<file path="src/wglc_pkg.sv">
// Package for the water gate level controller: widths, codes, register
// indexes, reset values and gate mask helpers. No dependencies.
`default_nettype none

package wglc_pkg;

    // Gate count and the fixed widths of the item fields.
    localparam int GATES     = 4;
    localparam int MASK_W    = 4;
    localparam int OP_W      = 3;
    localparam int DIST_W    = 13;
    localparam int IDX_W     = 3;
    localparam int REF_W     = 16;
    localparam int LEVEL_W   = 17;
    localparam int SEC_W     = 16;
    localparam int ACT_W     = 2;
    localparam int CFG_IDX_W = 3;
    localparam int CFG_W     = 17;

    typedef logic [GATES-1:0] gate_vec_t;
    typedef logic [MASK_W-1:0] mask_t;

    // Operation codes of an input item.
    localparam logic [OP_W-1:0] OP_TICK    = 3'd0;
    localparam logic [OP_W-1:0] OP_MEASURE = 3'd1;
    localparam logic [OP_W-1:0] OP_OPEN    = 3'd2;
    localparam logic [OP_W-1:0] OP_CLOSE   = 3'd3;
    localparam logic [OP_W-1:0] OP_STOP    = 3'd4;

    // Automatic action codes.
    localparam logic [ACT_W-1:0] ACT_NONE  = 2'd0;
    localparam logic [ACT_W-1:0] ACT_OPEN  = 2'd1;
    localparam logic [ACT_W-1:0] ACT_CLOSE = 2'd2;

    // Status codes.
    localparam logic ST_OK       = 1'b0;
    localparam logic ST_BAD_GATE = 1'b1;

    // Configuration register indexes.
    localparam logic [CFG_IDX_W-1:0] REG_MAIN_REF  = 3'd0;
    localparam logic [CFG_IDX_W-1:0] REG_SEC_REF   = 3'd1;
    localparam logic [CFG_IDX_W-1:0] REG_UPPER     = 3'd2;
    localparam logic [CFG_IDX_W-1:0] REG_LOWER     = 3'd3;
    localparam logic [CFG_IDX_W-1:0] REG_DELAY     = 3'd4;
    localparam logic [CFG_IDX_W-1:0] REG_AUTO      = 3'd5;
    localparam logic [CFG_IDX_W-1:0] REG_GATE_MASK = 3'd6;

    // Configuration reset values.
    localparam logic signed [REF_W-1:0]   RST_MAIN_REF  = 16'sd3000;
    localparam logic signed [REF_W-1:0]   RST_SEC_REF   = 16'sd3000;
    localparam logic signed [LEVEL_W-1:0] RST_UPPER     = -17'sd400;
    localparam logic signed [LEVEL_W-1:0] RST_LOWER     = -17'sd600;
    localparam logic [SEC_W-1:0]          RST_DELAY     = 16'd60;
    localparam logic                      RST_AUTO      = 1'b0;
    localparam logic [MASK_W-1:0]         RST_GATE_MASK = 4'd1;

    localparam logic [SEC_W-1:0] SEC_MAX = {SEC_W{1'b1}};

    // Gate vector to the four-bit field, dropping or zero-filling gates.
    function automatic mask_t gates_to_mask(input gate_vec_t v);
        logic [15:0] w;
        begin
            w = 16'(v);
            return w[MASK_W-1:0];
        end
    endfunction

    // Four-bit field to a gate vector.
    function automatic gate_vec_t mask_to_gates(input mask_t m);
        logic [15:0] w;
        begin
            w = 16'(m);
            return w[GATES-1:0];
        end
    endfunction

endpackage

`default_nettype wire

</file>
<file path="src/wglc_if.sv">
// Valid/ready channel interfaces for the input items and result items of
// the water gate level controller. Depends on wglc_pkg.
`default_nettype none

interface wglc_in_if import wglc_pkg::*; ();
    logic                valid;
    logic                ready;
    logic [OP_W-1:0]     op;
    logic [DIST_W-1:0]   main_distance;
    logic [DIST_W-1:0]   secondary_distance;
    logic [IDX_W-1:0]    gate_index;

    modport source (output valid, op, main_distance, secondary_distance, gate_index,
                    input ready);
    modport sink (input valid, op, main_distance, secondary_distance, gate_index,
                  output ready);
endinterface

interface wglc_out_if import wglc_pkg::*; ();
    logic                       valid;
    logic                       ready;
    logic [MASK_W-1:0]          open_drive_mask;
    logic [MASK_W-1:0]          close_drive_mask;
    logic [MASK_W-1:0]          open_state_mask;
    logic signed [LEVEL_W-1:0]  main_level;
    logic signed [LEVEL_W-1:0]  secondary_level;
    logic [ACT_W-1:0]           auto_action;
    logic                       status;

    modport source (output valid, open_drive_mask, close_drive_mask, open_state_mask,
                    main_level, secondary_level, auto_action, status,
                    input ready);
    modport sink (input valid, open_drive_mask, close_drive_mask, open_state_mask,
                  main_level, secondary_level, auto_action, status,
                  output ready);
endinterface

`default_nettype wire

</file>
<file path="src/water_gate_level_controller_unit.sv">
// Water gate level controller top level: input register, level and gate
// logic, result register. Depends on wglc_pkg and the wglc_if interfaces.
//
// The block takes one item per clock cycle while the result side is ready and
// returns one result for each item through the input register and the result
// register. An item is first held in the input register; once the result
// register is free, the level, gate and timer state is updated from it and
// the result register is loaded with the state after the update, so each
// item sees everything that the items before it left. A stalled result holds
// the input register, and the block then takes no new item until the result
// is transferred. The user writes configuration through cfg_write, cfg_index
// and cfg_data only while no item is in flight; the block does not enforce it.
`default_nettype none

module water_gate_level_controller_unit
    import wglc_pkg::*;
(
    input  wire logic                 clk,
    input  wire logic                 rst_n,
    input  wire logic                 cfg_write,
    input  wire logic [CFG_IDX_W-1:0] cfg_index,
    input  wire logic [CFG_W-1:0]     cfg_data,
    wglc_in_if.sink                   item,
    wglc_out_if.source                result
);

    // Configuration registers.
    logic signed [REF_W-1:0]   main_ref_reg;
    logic signed [REF_W-1:0]   sec_ref_reg;
    logic signed [LEVEL_W-1:0] upper_reg;
    logic signed [LEVEL_W-1:0] lower_reg;
    logic [SEC_W-1:0]          delay_reg;
    logic                      auto_reg;
    logic [MASK_W-1:0]         gate_mask_reg;

    // Controller state.
    logic signed [LEVEL_W-1:0] main_level_reg,  main_level_next;
    logic signed [LEVEL_W-1:0] sec_level_reg,   sec_level_next;
    gate_vec_t                 open_bits_reg,   open_bits_next;
    gate_vec_t                 moving_bits_reg, moving_bits_next;
    logic [SEC_W-1:0]          seconds_reg,     seconds_next;

    // Input register.
    logic                s1_valid_reg;
    logic [OP_W-1:0]     s1_op_reg;
    logic [DIST_W-1:0]   s1_md_reg;
    logic [DIST_W-1:0]   s1_sd_reg;
    logic [IDX_W-1:0]    s1_gi_reg;

    // Result register.
    logic                      out_valid_reg;
    logic [MASK_W-1:0]         out_open_drive_reg;
    logic [MASK_W-1:0]         out_close_drive_reg;
    logic [MASK_W-1:0]         out_open_state_reg;
    logic signed [LEVEL_W-1:0] out_main_level_reg;
    logic signed [LEVEL_W-1:0] out_sec_level_reg;
    logic [ACT_W-1:0]          out_action_reg;
    logic                      out_status_reg;

    logic       advance;
    logic       out_load;
    logic [ACT_W-1:0] action_next;
    logic       status_next;

    logic [SEC_W-1:0] sec_inc;
    logic       rules_on;
    logic       open_rule;
    logic       close_rule;
    gate_vec_t  enabled;
    gate_vec_t  idle;
    gate_vec_t  sel_open;
    gate_vec_t  sel_close;
    gate_vec_t  gate_bit;
    logic       gate_missing;

    // Handshake: the result register frees when empty or transferred.
    assign advance    = !out_valid_reg || result.ready;
    assign out_load   = s1_valid_reg && advance;
    assign item.ready = !s1_valid_reg || advance;

    // Configuration writes.
    always_ff @(posedge clk or negedge rst_n)
    begin
        if (!rst_n)
        begin
            main_ref_reg  <= RST_MAIN_REF;
            sec_ref_reg   <= RST_SEC_REF;
            upper_reg     <= RST_UPPER;
            lower_reg     <= RST_LOWER;
            delay_reg     <= RST_DELAY;
            auto_reg      <= RST_AUTO;
            gate_mask_reg <= RST_GATE_MASK;
        end
        else if (cfg_write)
        begin
            case (cfg_index)
                REG_MAIN_REF:  main_ref_reg  <= cfg_data[REF_W-1:0];
                REG_SEC_REF:   sec_ref_reg   <= cfg_data[REF_W-1:0];
                REG_UPPER:     upper_reg     <= cfg_data[LEVEL_W-1:0];
                REG_LOWER:     lower_reg     <= cfg_data[LEVEL_W-1:0];
                REG_DELAY:     delay_reg     <= cfg_data[SEC_W-1:0];
                REG_AUTO:      auto_reg      <= cfg_data[0];
                REG_GATE_MASK: gate_mask_reg <= cfg_data[MASK_W-1:0];
                default:       ;
            endcase
        end
    end

    // Input register: loads whenever the block is ready.
    always_ff @(posedge clk or negedge rst_n)
    begin
        if (!rst_n)
        begin
            s1_valid_reg <= 1'b0;
        end
        else if (item.ready)
        begin
            s1_valid_reg <= item.valid;
        end
    end

    always_ff @(posedge clk)
    begin
        if (item.ready && item.valid)
        begin
            s1_op_reg <= item.op;
            s1_md_reg <= item.main_distance;
            s1_sd_reg <= item.secondary_distance;
            s1_gi_reg <= item.gate_index;
        end
    end

    // Level rules on the stored levels, with the timer after this tick.
    always_comb
    begin
        sec_inc    = (seconds_reg == SEC_MAX) ? seconds_reg : seconds_reg + 1'b1;
        rules_on   = auto_reg && (sec_inc >= delay_reg);
        open_rule  = ((main_level_reg > upper_reg) && (sec_level_reg < main_level_reg)) ||
                     ((main_level_reg < lower_reg) && (sec_level_reg > main_level_reg));
        close_rule = (main_level_reg > lower_reg) && (main_level_reg < upper_reg);
        enabled    = mask_to_gates(gate_mask_reg);
        idle       = ~moving_bits_reg;
        sel_open   = enabled & idle & ~open_bits_reg;
        sel_close  = enabled & idle & open_bits_reg;
        gate_bit   = gate_vec_t'(1'b1) << s1_gi_reg;
        gate_missing = ({1'b0, s1_gi_reg} >= (IDX_W + 1)'(GATES));
    end

    // Next state and result for the item in the input register.
    always_comb
    begin
        main_level_next  = main_level_reg;
        sec_level_next   = sec_level_reg;
        open_bits_next   = open_bits_reg;
        moving_bits_next = moving_bits_reg;
        seconds_next     = seconds_reg;
        action_next      = ACT_NONE;
        status_next      = ST_OK;

        case (s1_op_reg)
            OP_TICK:
            begin
                seconds_next = sec_inc;
                if (rules_on && open_rule)
                begin
                    open_bits_next   = open_bits_reg | sel_open;
                    moving_bits_next = moving_bits_reg | sel_open;
                    seconds_next     = '0;
                    action_next      = ACT_OPEN;
                end
                else if (rules_on && close_rule)
                begin
                    open_bits_next   = open_bits_reg & ~sel_close;
                    moving_bits_next = moving_bits_reg | sel_close;
                    seconds_next     = '0;
                    action_next      = ACT_CLOSE;
                end
            end
            OP_MEASURE:
            begin
                // A zero distance means no reading and keeps the old level.
                if (s1_md_reg != '0)
                begin
                    main_level_next = LEVEL_W'(main_ref_reg) -
                                      $signed({{(LEVEL_W-DIST_W){1'b0}}, s1_md_reg});
                end
                if (s1_sd_reg != '0)
                begin
                    sec_level_next = LEVEL_W'(sec_ref_reg) -
                                     $signed({{(LEVEL_W-DIST_W){1'b0}}, s1_sd_reg});
                end
            end
            OP_OPEN, OP_CLOSE, OP_STOP:
            begin
                if (gate_missing)
                begin
                    status_next = ST_BAD_GATE;
                end
                else if (s1_op_reg == OP_OPEN)
                begin
                    open_bits_next   = open_bits_reg | gate_bit;
                    moving_bits_next = moving_bits_reg | gate_bit;
                end
                else if (s1_op_reg == OP_CLOSE)
                begin
                    open_bits_next   = open_bits_reg & ~gate_bit;
                    moving_bits_next = moving_bits_reg | gate_bit;
                end
                else
                begin
                    moving_bits_next = moving_bits_reg & ~gate_bit;
                end
            end
            default:
            begin
                // Unknown operation: report the state unchanged.
            end
        endcase
    end

    // State update, once per item as it moves into the result register.
    always_ff @(posedge clk or negedge rst_n)
    begin
        if (!rst_n)
        begin
            main_level_reg  <= '0;
            sec_level_reg   <= '0;
            open_bits_reg   <= '0;
            moving_bits_reg <= '0;
            seconds_reg     <= '0;
        end
        else if (out_load)
        begin
            main_level_reg  <= main_level_next;
            sec_level_reg   <= sec_level_next;
            open_bits_reg   <= open_bits_next;
            moving_bits_reg <= moving_bits_next;
            seconds_reg     <= seconds_next;
        end
    end

    // Result register.
    always_ff @(posedge clk or negedge rst_n)
    begin
        if (!rst_n)
        begin
            out_valid_reg <= 1'b0;
        end
        else if (advance)
        begin
            out_valid_reg <= s1_valid_reg;
        end
    end

    always_ff @(posedge clk)
    begin
        if (out_load)
        begin
            out_open_drive_reg  <= gates_to_mask(moving_bits_next & open_bits_next);
            out_close_drive_reg <= gates_to_mask(moving_bits_next & ~open_bits_next);
            out_open_state_reg  <= gates_to_mask(open_bits_next);
            out_main_level_reg  <= main_level_next;
            out_sec_level_reg   <= sec_level_next;
            out_action_reg      <= action_next;
            out_status_reg      <= status_next;
        end
    end

    assign result.valid            = out_valid_reg;
    assign result.open_drive_mask  = out_open_drive_reg;
    assign result.close_drive_mask = out_close_drive_reg;
    assign result.open_state_mask  = out_open_state_reg;
    assign result.main_level       = out_main_level_reg;
    assign result.secondary_level  = out_sec_level_reg;
    assign result.auto_action      = out_action_reg;
    assign result.status           = out_status_reg;

`ifndef NO_ASSERTIONS
    // The input side stalls only behind a waiting result.
    assert property (@(posedge clk) disable iff (!rst_n)
        !item.ready |-> (out_valid_reg && !result.ready))
        else $error("input stalled without a waiting result");

    // An automatic action restarts the seconds count.
    assert property (@(posedge clk) disable iff (!rst_n)
        (out_load && action_next != ACT_NONE) |=> (seconds_reg == '0))
        else $error("seconds count not restarted after an automatic action");

    // Only a tick can report an automatic action.
    assert property (@(posedge clk) disable iff (!rst_n)
        (out_load && s1_op_reg != OP_TICK) |-> (action_next == ACT_NONE))
        else $error("automatic action reported for an item that is not a tick");

    // The state moves only when a result is loaded.
    assert property (@(posedge clk) disable iff (!rst_n)
        !$past(out_load) |-> ($stable(open_bits_reg) && $stable(moving_bits_reg)))
        else $error("gate state changed without an item");
`endif

endmodule

`default_nettype wire
</file>
<file path="src/flat_wrapper.sv">
// flat-port wrapper written by rule: the top's interface ports become plain ports
module water_gate_level_controller_unit_flat import wglc_pkg::*;
  (clk, rst_n, cfg_write, cfg_index, cfg_data, item_valid, item_op, item_main_distance, item_secondary_distance, item_gate_index, item_ready, result_valid, result_open_drive_mask, result_close_drive_mask, result_open_state_mask, result_main_level, result_secondary_level, result_auto_action, result_status, result_ready);
  wglc_in_if item_i ();
  wglc_out_if result_i ();
  input  wire logic clk;
  input  wire logic rst_n;
  input  wire logic cfg_write;
  input  wire logic [CFG_IDX_W-1:0] cfg_index;
  input  wire logic [CFG_W-1:0] cfg_data;
  input wire logic [$bits(item_i.valid)-1:0] item_valid;
  input wire logic [$bits(item_i.op)-1:0] item_op;
  input wire logic [$bits(item_i.main_distance)-1:0] item_main_distance;
  input wire logic [$bits(item_i.secondary_distance)-1:0] item_secondary_distance;
  input wire logic [$bits(item_i.gate_index)-1:0] item_gate_index;
  output wire logic [$bits(item_i.ready)-1:0] item_ready;
  output wire logic [$bits(result_i.valid)-1:0] result_valid;
  output wire logic [$bits(result_i.open_drive_mask)-1:0] result_open_drive_mask;
  output wire logic [$bits(result_i.close_drive_mask)-1:0] result_close_drive_mask;
  output wire logic [$bits(result_i.open_state_mask)-1:0] result_open_state_mask;
  output wire logic [$bits(result_i.main_level)-1:0] result_main_level;
  output wire logic [$bits(result_i.secondary_level)-1:0] result_secondary_level;
  output wire logic [$bits(result_i.auto_action)-1:0] result_auto_action;
  output wire logic [$bits(result_i.status)-1:0] result_status;
  input wire logic [$bits(result_i.ready)-1:0] result_ready;
  assign item_i.valid = item_valid;
  assign item_i.op = item_op;
  assign item_i.main_distance = item_main_distance;
  assign item_i.secondary_distance = item_secondary_distance;
  assign item_i.gate_index = item_gate_index;
  assign item_ready = item_i.ready;
  assign result_valid = result_i.valid;
  assign result_open_drive_mask = result_i.open_drive_mask;
  assign result_close_drive_mask = result_i.close_drive_mask;
  assign result_open_state_mask = result_i.open_state_mask;
  assign result_main_level = result_i.main_level;
  assign result_secondary_level = result_i.secondary_level;
  assign result_auto_action = result_i.auto_action;
  assign result_status = result_i.status;
  assign result_i.ready = result_ready;
  water_gate_level_controller_unit u_core (.clk(clk), .rst_n(rst_n), .cfg_write(cfg_write), .cfg_index(cfg_index), .cfg_data(cfg_data), .item(item_i), .result(result_i));
endmodule
</file>
<file path="config.mk">
export PLATFORM = sky130hd
export DESIGN_NAME = water_gate_level_controller_unit_flat
export DESIGN_NICKNAME = d
export VERILOG_FILES = /design/src/wglc_pkg.sv /design/src/wglc_if.sv /design/src/water_gate_level_controller_unit.sv /design/src/flat_wrapper.sv
export SDC_FILE = /design/constraint.sdc
export NUM_CORES = 1
export LEC_CHECK = 0
export BUFFER_PORTS_ARGS = -buffer_cell sky130_fd_sc_hd__buf_2
export CAP_MARGIN = 20
export CORE_MARGIN = 2
export CORE_UTILIZATION = 65
export DETAILED_ROUTE_END_ITERATION = 8
export PLACE_DENSITY = 0.86
export SYNTH_ARGS = -nofsm -noshare
export SYNTH_HDL_FRONTEND = slang
export SYNTH_SLANG_ARGS = --single-unit
</file>
<file path="constraint.sdc">
create_clock -name clk -period 9.65 [get_ports clk]
set_input_delay 0.965 -clock clk [delete_from_list [all_inputs] [get_ports clk]]
set_output_delay 0.965 -clock clk [all_outputs]
set_load 0.05 [all_outputs]
</file>
Word-level counts from Yosys, hierarchy flattened
Cells that the tools add are included.
{ "classes": {"shifts": 1, "addsub": 3, "n_reduce_logical": 27, "div_mod_pow": 0, "n_eq_ne": 11, "n_lt_le_gt_ge": 8, "bitwise_logic": 19, "mul": 0, "mux": 22} }
{ "op_table": {"columns": ["operator", "count"], "rows": [
  ["$mux W17", 4],
  ["$gt A17 B17 Y1", 3],
  ["$lt A17 B17 Y1", 3],
  ["$mux W16", 3],
  ["$mux W4", 10],
  ["$sub A16 B14 Y17", 2],
  ["$and A4 B4 Y4", 8],
  ["$reduce_bool A13 Y1", 2],
  ["$not A4 Y4", 5],
  ["$or A4 B4 Y4", 5],
  ["$add A16 B1 Y16 const B", 1],
  ["$eq A16 B16 Y1 const B", 1],
  ["$ge A16 B16 Y1", 1],
  ["$pmux W4 S2", 2],
  ["$reduce_and A2 Y1", 8],
  ["$eq A3 B2 Y1 const B", 4],
  ["$eq A3 B3 Y1 const B", 4],
  ["$logic_and A1 B1 Y1", 8],
  ["$eq A3 B1 Y1 const B", 2],
  ["$logic_not A3 Y1", 2],
  ["$shl A1 B3 Y4 const A", 1],
  ["$ge A3 B3 Y1 const B", 1],
  ["$logic_or A1 B1 Y1", 3],
  ["$reduce_or A3 Y1", 1],
  ["other kinds (5)", 7]
]} }
{ "word_totals": {"mem_bits_rw": 0, "n_memories": 0, "input_bits": 57, "regBits": 228, "mem_bits_ro": 0, "output_inout_bits": 51, "latchBits": 0} }

Logic depth before layout (Yosys ltp)
{ "depth": {"depth_word": 10, "depth_mapped": 20, "mapped_depth_nobuf": 17} }

Worst setup path before layout
OpenSTA, ideal clock, no wires.
{ "synth_path": {"path_type": "reg-to-reg", "from": "register u_core.seconds_reg[0]", "to": "register u_core.out_open_drive_reg[3], in the netlist u_core.result.open_drive_mask[3], data pin", "arrival_time_ns": 3.959, "period_less_slack_ns": 4.215, "n_path_buf": 3, "path_stages_with_launch": 20, "setup_slack_ns": 5.435, "required_time_ns": 9.394, "cell_sequence": "dfrtp_1 -> ha_1 -> and4_1 -> nand2b_1 -> clkbuf_1 -> and4_1 -> clkbuf_1 -> inv_1 -> nor4_1 -> xor2_1 -> ha_1 -> nand4_1 -> a21oi_1 -> nand2_1 -> o21ai_1 -> o2111a_2 -> buf_8 -> nand3_2 -> a32o_2 -> o211a_1"} }
{ "synth_via": {"elab_chain_len": 9, "word_cells_on_any_way": 14} }
{ "synth_rtl": {"columns": ["item", "line_no", "source"], "rows": [
  ["start, declared", "water_gate_level_controller_unit.sv:41", "logic [SEC_W-1:0] seconds_reg, seconds_next;"],
  ["start signal, assigned", "water_gate_level_controller_unit.sv:238", "seconds_reg <= seconds_next;"],
  ["$add A16 B1 Y16 or $eq A16 B16 Y1 (tied branches)", "water_gate_level_controller_unit.sv:136", "sec_inc = (seconds_reg == SEC_MAX) ? seconds_reg : seconds_reg + 1'b1;"],
  ["$mux W16 (*)", "water_gate_level_controller_unit.sv:136", null],
  ["$ge A16 B16 Y1 (*)", "water_gate_level_controller_unit.sv:137", "rules_on = auto_reg && (sec_inc >= delay_reg);"],
  ["$logic_and A1 B1 Y1 (*)", "water_gate_level_controller_unit.sv:137", null],
  ["$logic_and A1 B1 Y1", "water_gate_level_controller_unit.sv:171", "else if (rules_on && close_rule)"],
  ["$mux W4", "water_gate_level_controller_unit.sv:171", null],
  ["$mux W4 (*)", "water_gate_level_controller_unit.sv:164", "if (rules_on && open_rule)"],
  ["$pmux W4 S2 (*)", "water_gate_level_controller_unit.sv:160", "case (s1_op_reg)"],
  ["named net u_core.open_bits_next[3]", "water_gate_level_controller_unit.sv:39", "gate_vec_t open_bits_reg, open_bits_next;"],
  ["$and A4 B4 Y4 (*)", "water_gate_level_controller_unit.sv:259", "out_open_drive_reg <= gates_to_mask(moving_bits_next & open_bits_next);"],
  ["end signal, assigned", "water_gate_level_controller_unit.sv:259", null],
  ["end, declared", "water_gate_level_controller_unit.sv:52", "logic [MASK_W-1:0] out_open_drive_reg;"]
]} }
Mark *: on every way through the listed nets, which the timed path passes. The rest lies on a longest branch.
A chain may end at the register's enable or synchronous reset.

Final worst setup path
{ "layout_path": {"from": "register u_core.seconds_reg[0]", "to": "register u_core.out_open_drive_reg[0], in the netlist u_core.result.open_drive_mask[0], data pin"} }
The elaborated chain is that of the path after synthesis.

==> results.md <==
- Die span in x: 142 µm
- Post-DP HPWL: 21.3 mm
- Post-Route WL: 30.6 mm
- Final Skew: 0.0103 ns
- Share of cells above drive strength 1: 22.7%
- Post-synth ARST share: 64.5%
- Worst Setup Start Kind: register
- Total setup buffers inserted after CTS: 0
- Crit Path Max Fanout: 14
- CP Capture Type: register
- Setup TNS Final: 0 ns
- Die area: 0.0202 mm²
- Initial DRC count: 834
- Worst slew pin tran: 1.07 ns
- WP data required: 9.92 ns
- Largest net degree at the start of global routing: 85
- Period utilisation layout: 49.9%
- Synth Area per Inst: 10.6 µm²
- First-pass GRT wire length: 48.5 mm
- RSZ-0062 raised after global routing: false
- Clk sinks: 228
- Net Count, Synth: 1323
- Final net count: 1434
- Max Clk Rate: 208 MHz
- Post-CTS Hold Fix Bufs: 0
- ANT cells: 0
- # setup viols final: 0
- Hold Violations, Final: 0
- Sequential fraction of the synthesis area: 49.7%
- Fillers: 1223
- I/O Buffers: 107
- Die Span Y: 142 µm
- Total track usage: 30.5%
- Critical path type: register to register
- Util after Layout: 74.9%
- Slew headroom: 28.9%
- Most frequent cells in the layout: nand2_1, inv_1, dfrtp_1, buf_2, o21ai_0
- DRC: 0
- Global placement routability congestion: 0.888
- Synth unique cells: 77
- Worst-Skew Late Latency: 0.52 ns
- Main synth FF type: dfrtp_1
- DR vias/cell: 6.26
- Worst Hold Class: input port to asynchronous set/reset pin
- Via count: 9590
- Antenna viol nets, final: 0
- Final-report max-slew violation count: 0
- Post-synth EDFFs: 81
- Initial antenna violation count: 0
- Synthesized area: 0.0124 mm²
- Core Region: 0.0187 mm²
- H-Tree Depth: 1
- # resized after CTS: 0
- CTS tree: done
- Global route total overflow: 0
- Final min period: 4.82 ns
- Initial core utilization: 66.3%
- CP arrival: 5.09 ns
- IO Pins: 108
- Power per standard cell area: 263 mW/mm²
- CTS Buf Count: 24
- Status: finished clean
- Post-Synthesis Cells: 1170
- DRT Pass-1 Iters: 5
- Clock transition at the registers of the reported paths: 0.06 ns
- Vias in the first global route: 9345
- Area growth from synthesis to layout: 12.9%
- Min setup slack post-route: 4.83 ns
- Max Cap Viol: 0
- Worst hold slack: 0.472 ns
- Clk root buf: clkbuf_16
- Cell Rows: 50
- Most common cell after layout, fill and taps aside: nand2_1
- CTS Buffer Depth: 3
- Synth warn: 0
- Pre-CTS WS: 4.89 ns
- Max IR drop VDD: 164 µV
- LEAKAGE: 6.30 nW
- Wirelength per Cell: 20.0 µm
- Seq cells post-synth: 228
==> worst max-delay path, stage by stage (launching register included) <==
cell	delay, ns
dfrtp_1	0.43
ha_1	0.30
and4_1	0.21
nand2b_1	0.25
and4_1	0.35
inv_1	0.09
nor4_1	0.46
xor2_1	0.20
ha_1	0.35
nand4_1	0.10
a21oi_1	0.13
nand2_1	0.09
o21ai_1	0.46
o2111a_2	0.53
a31oi_1	0.15
a221o_2	0.34
a21boi_1	0.13
==> cell type report <==
cell class              count  area, µm²  area share [%]
flip-flops and latches    228       6160            44.0
multi-input cells         795       5710            40.8
clock buffers              36        677            4.83
repair buffers            115        617            4.40
inverters                 117        439            3.14
well taps                 234        293            2.09
clock inverters             8        110           0.786
==> stage by stage <==
step | power [mW] | instances | cell area (µm²)
final | 3.68 | 1533 | 14000
after global routing | 3.88 | 1533 | 14000
after CTS | 3.66 | 1531 | 14000
after detailed placement | 2.70 | 1487 | 13200
after global placement | 2.63 | 1487 | 13200
after floorplan | 2.35 | 1170 | 12400
==> synthesized netlist by cell type, types with 6 or more instances <==
cell type	count	area share, %
a22o_1	12	0.85
edfxtp_1	81	20
dfstp_2	41	8.7
nand3_1	30	1.2
mux2_2	78	7.1
clkbuf_1	24	0.73
or2_2	8	0.40
nand2b_1	7	0.35
xor2_1	18	1.3
inv_1	115	3.5
o21a_1	9	0.54
nand4_1	21	1.1
nor3_1	24	0.97
and3_1	8	0.40
o21ai_0	96	3.9
o31ai_1	8	0.48
nor2b_1	11	0.55
xnor2_1	12	0.85
nor2_1	44	1.3
ha_1	94	9.5
a211oi_1	8	0.48
dfrtp_1	106	21
or3_1	7	0.35
nand2_1	141	4.3
nor4_1	6	0.30
a31oi_1	8	0.40
a21o_1	17	1.0
a21oi_1	46	1.9
==> worst paths after layout <==
kind / startpoint / end / slack, ns / cells past startpoint
max in group asynchronous: rst_n / u_core.seconds_reg[14] / 7.73 / 2
worst max register to register: u_core.seconds_reg[0] / u_core.result.open_drive_mask[0] / 4.83 / 16
worst max-delay path: u_core.seconds_reg[0] / u_core.result.open_drive_mask[0] / 4.83 / 16
worst min-delay path: rst_n / u_core.open_bits_reg[0] / 0.47 / 1
worst min register to register: u_core.lower_reg[4] / u_core.lower_reg[4] / 0.50 / 1
min in group clk: u_core.lower_reg[4] / u_core.lower_reg[4] / 0.50 / 1
==> report_power, final <==
| part | internal (mW) | leakage [nW] | switching, mW |
|---|---|---|---|
| logic | 0.509 | 3.39 | 0.797 |
| registers | 1.27 | 2.53 | 0.173 |
| clock network | 0.563 | 0.380 | 0.372 |
==> cells by family after synthesis <==
group / after synthesis / share of synthesized area [%]
xor+xnor: 31 / 2.25
fa+ha+maj: 96 / 9.80
buf+inv: 147 / 4.55
simple gates: 332 / 13.0
compound gates: 257 / 13.6
flops: 228 / 49.7
mux: 79 / 7.16
==> per-layer routing <==
layer	routed length [µm]	GRT usage (%)	vias to the layer above
li1	-	-	4410
met1	13100	43.4	4649
met2	14100	48.2	430
met3	2130	4.44	101
met4	1310	11.0	0
met5	0	0	-
(Power assumes the default switching activity.)
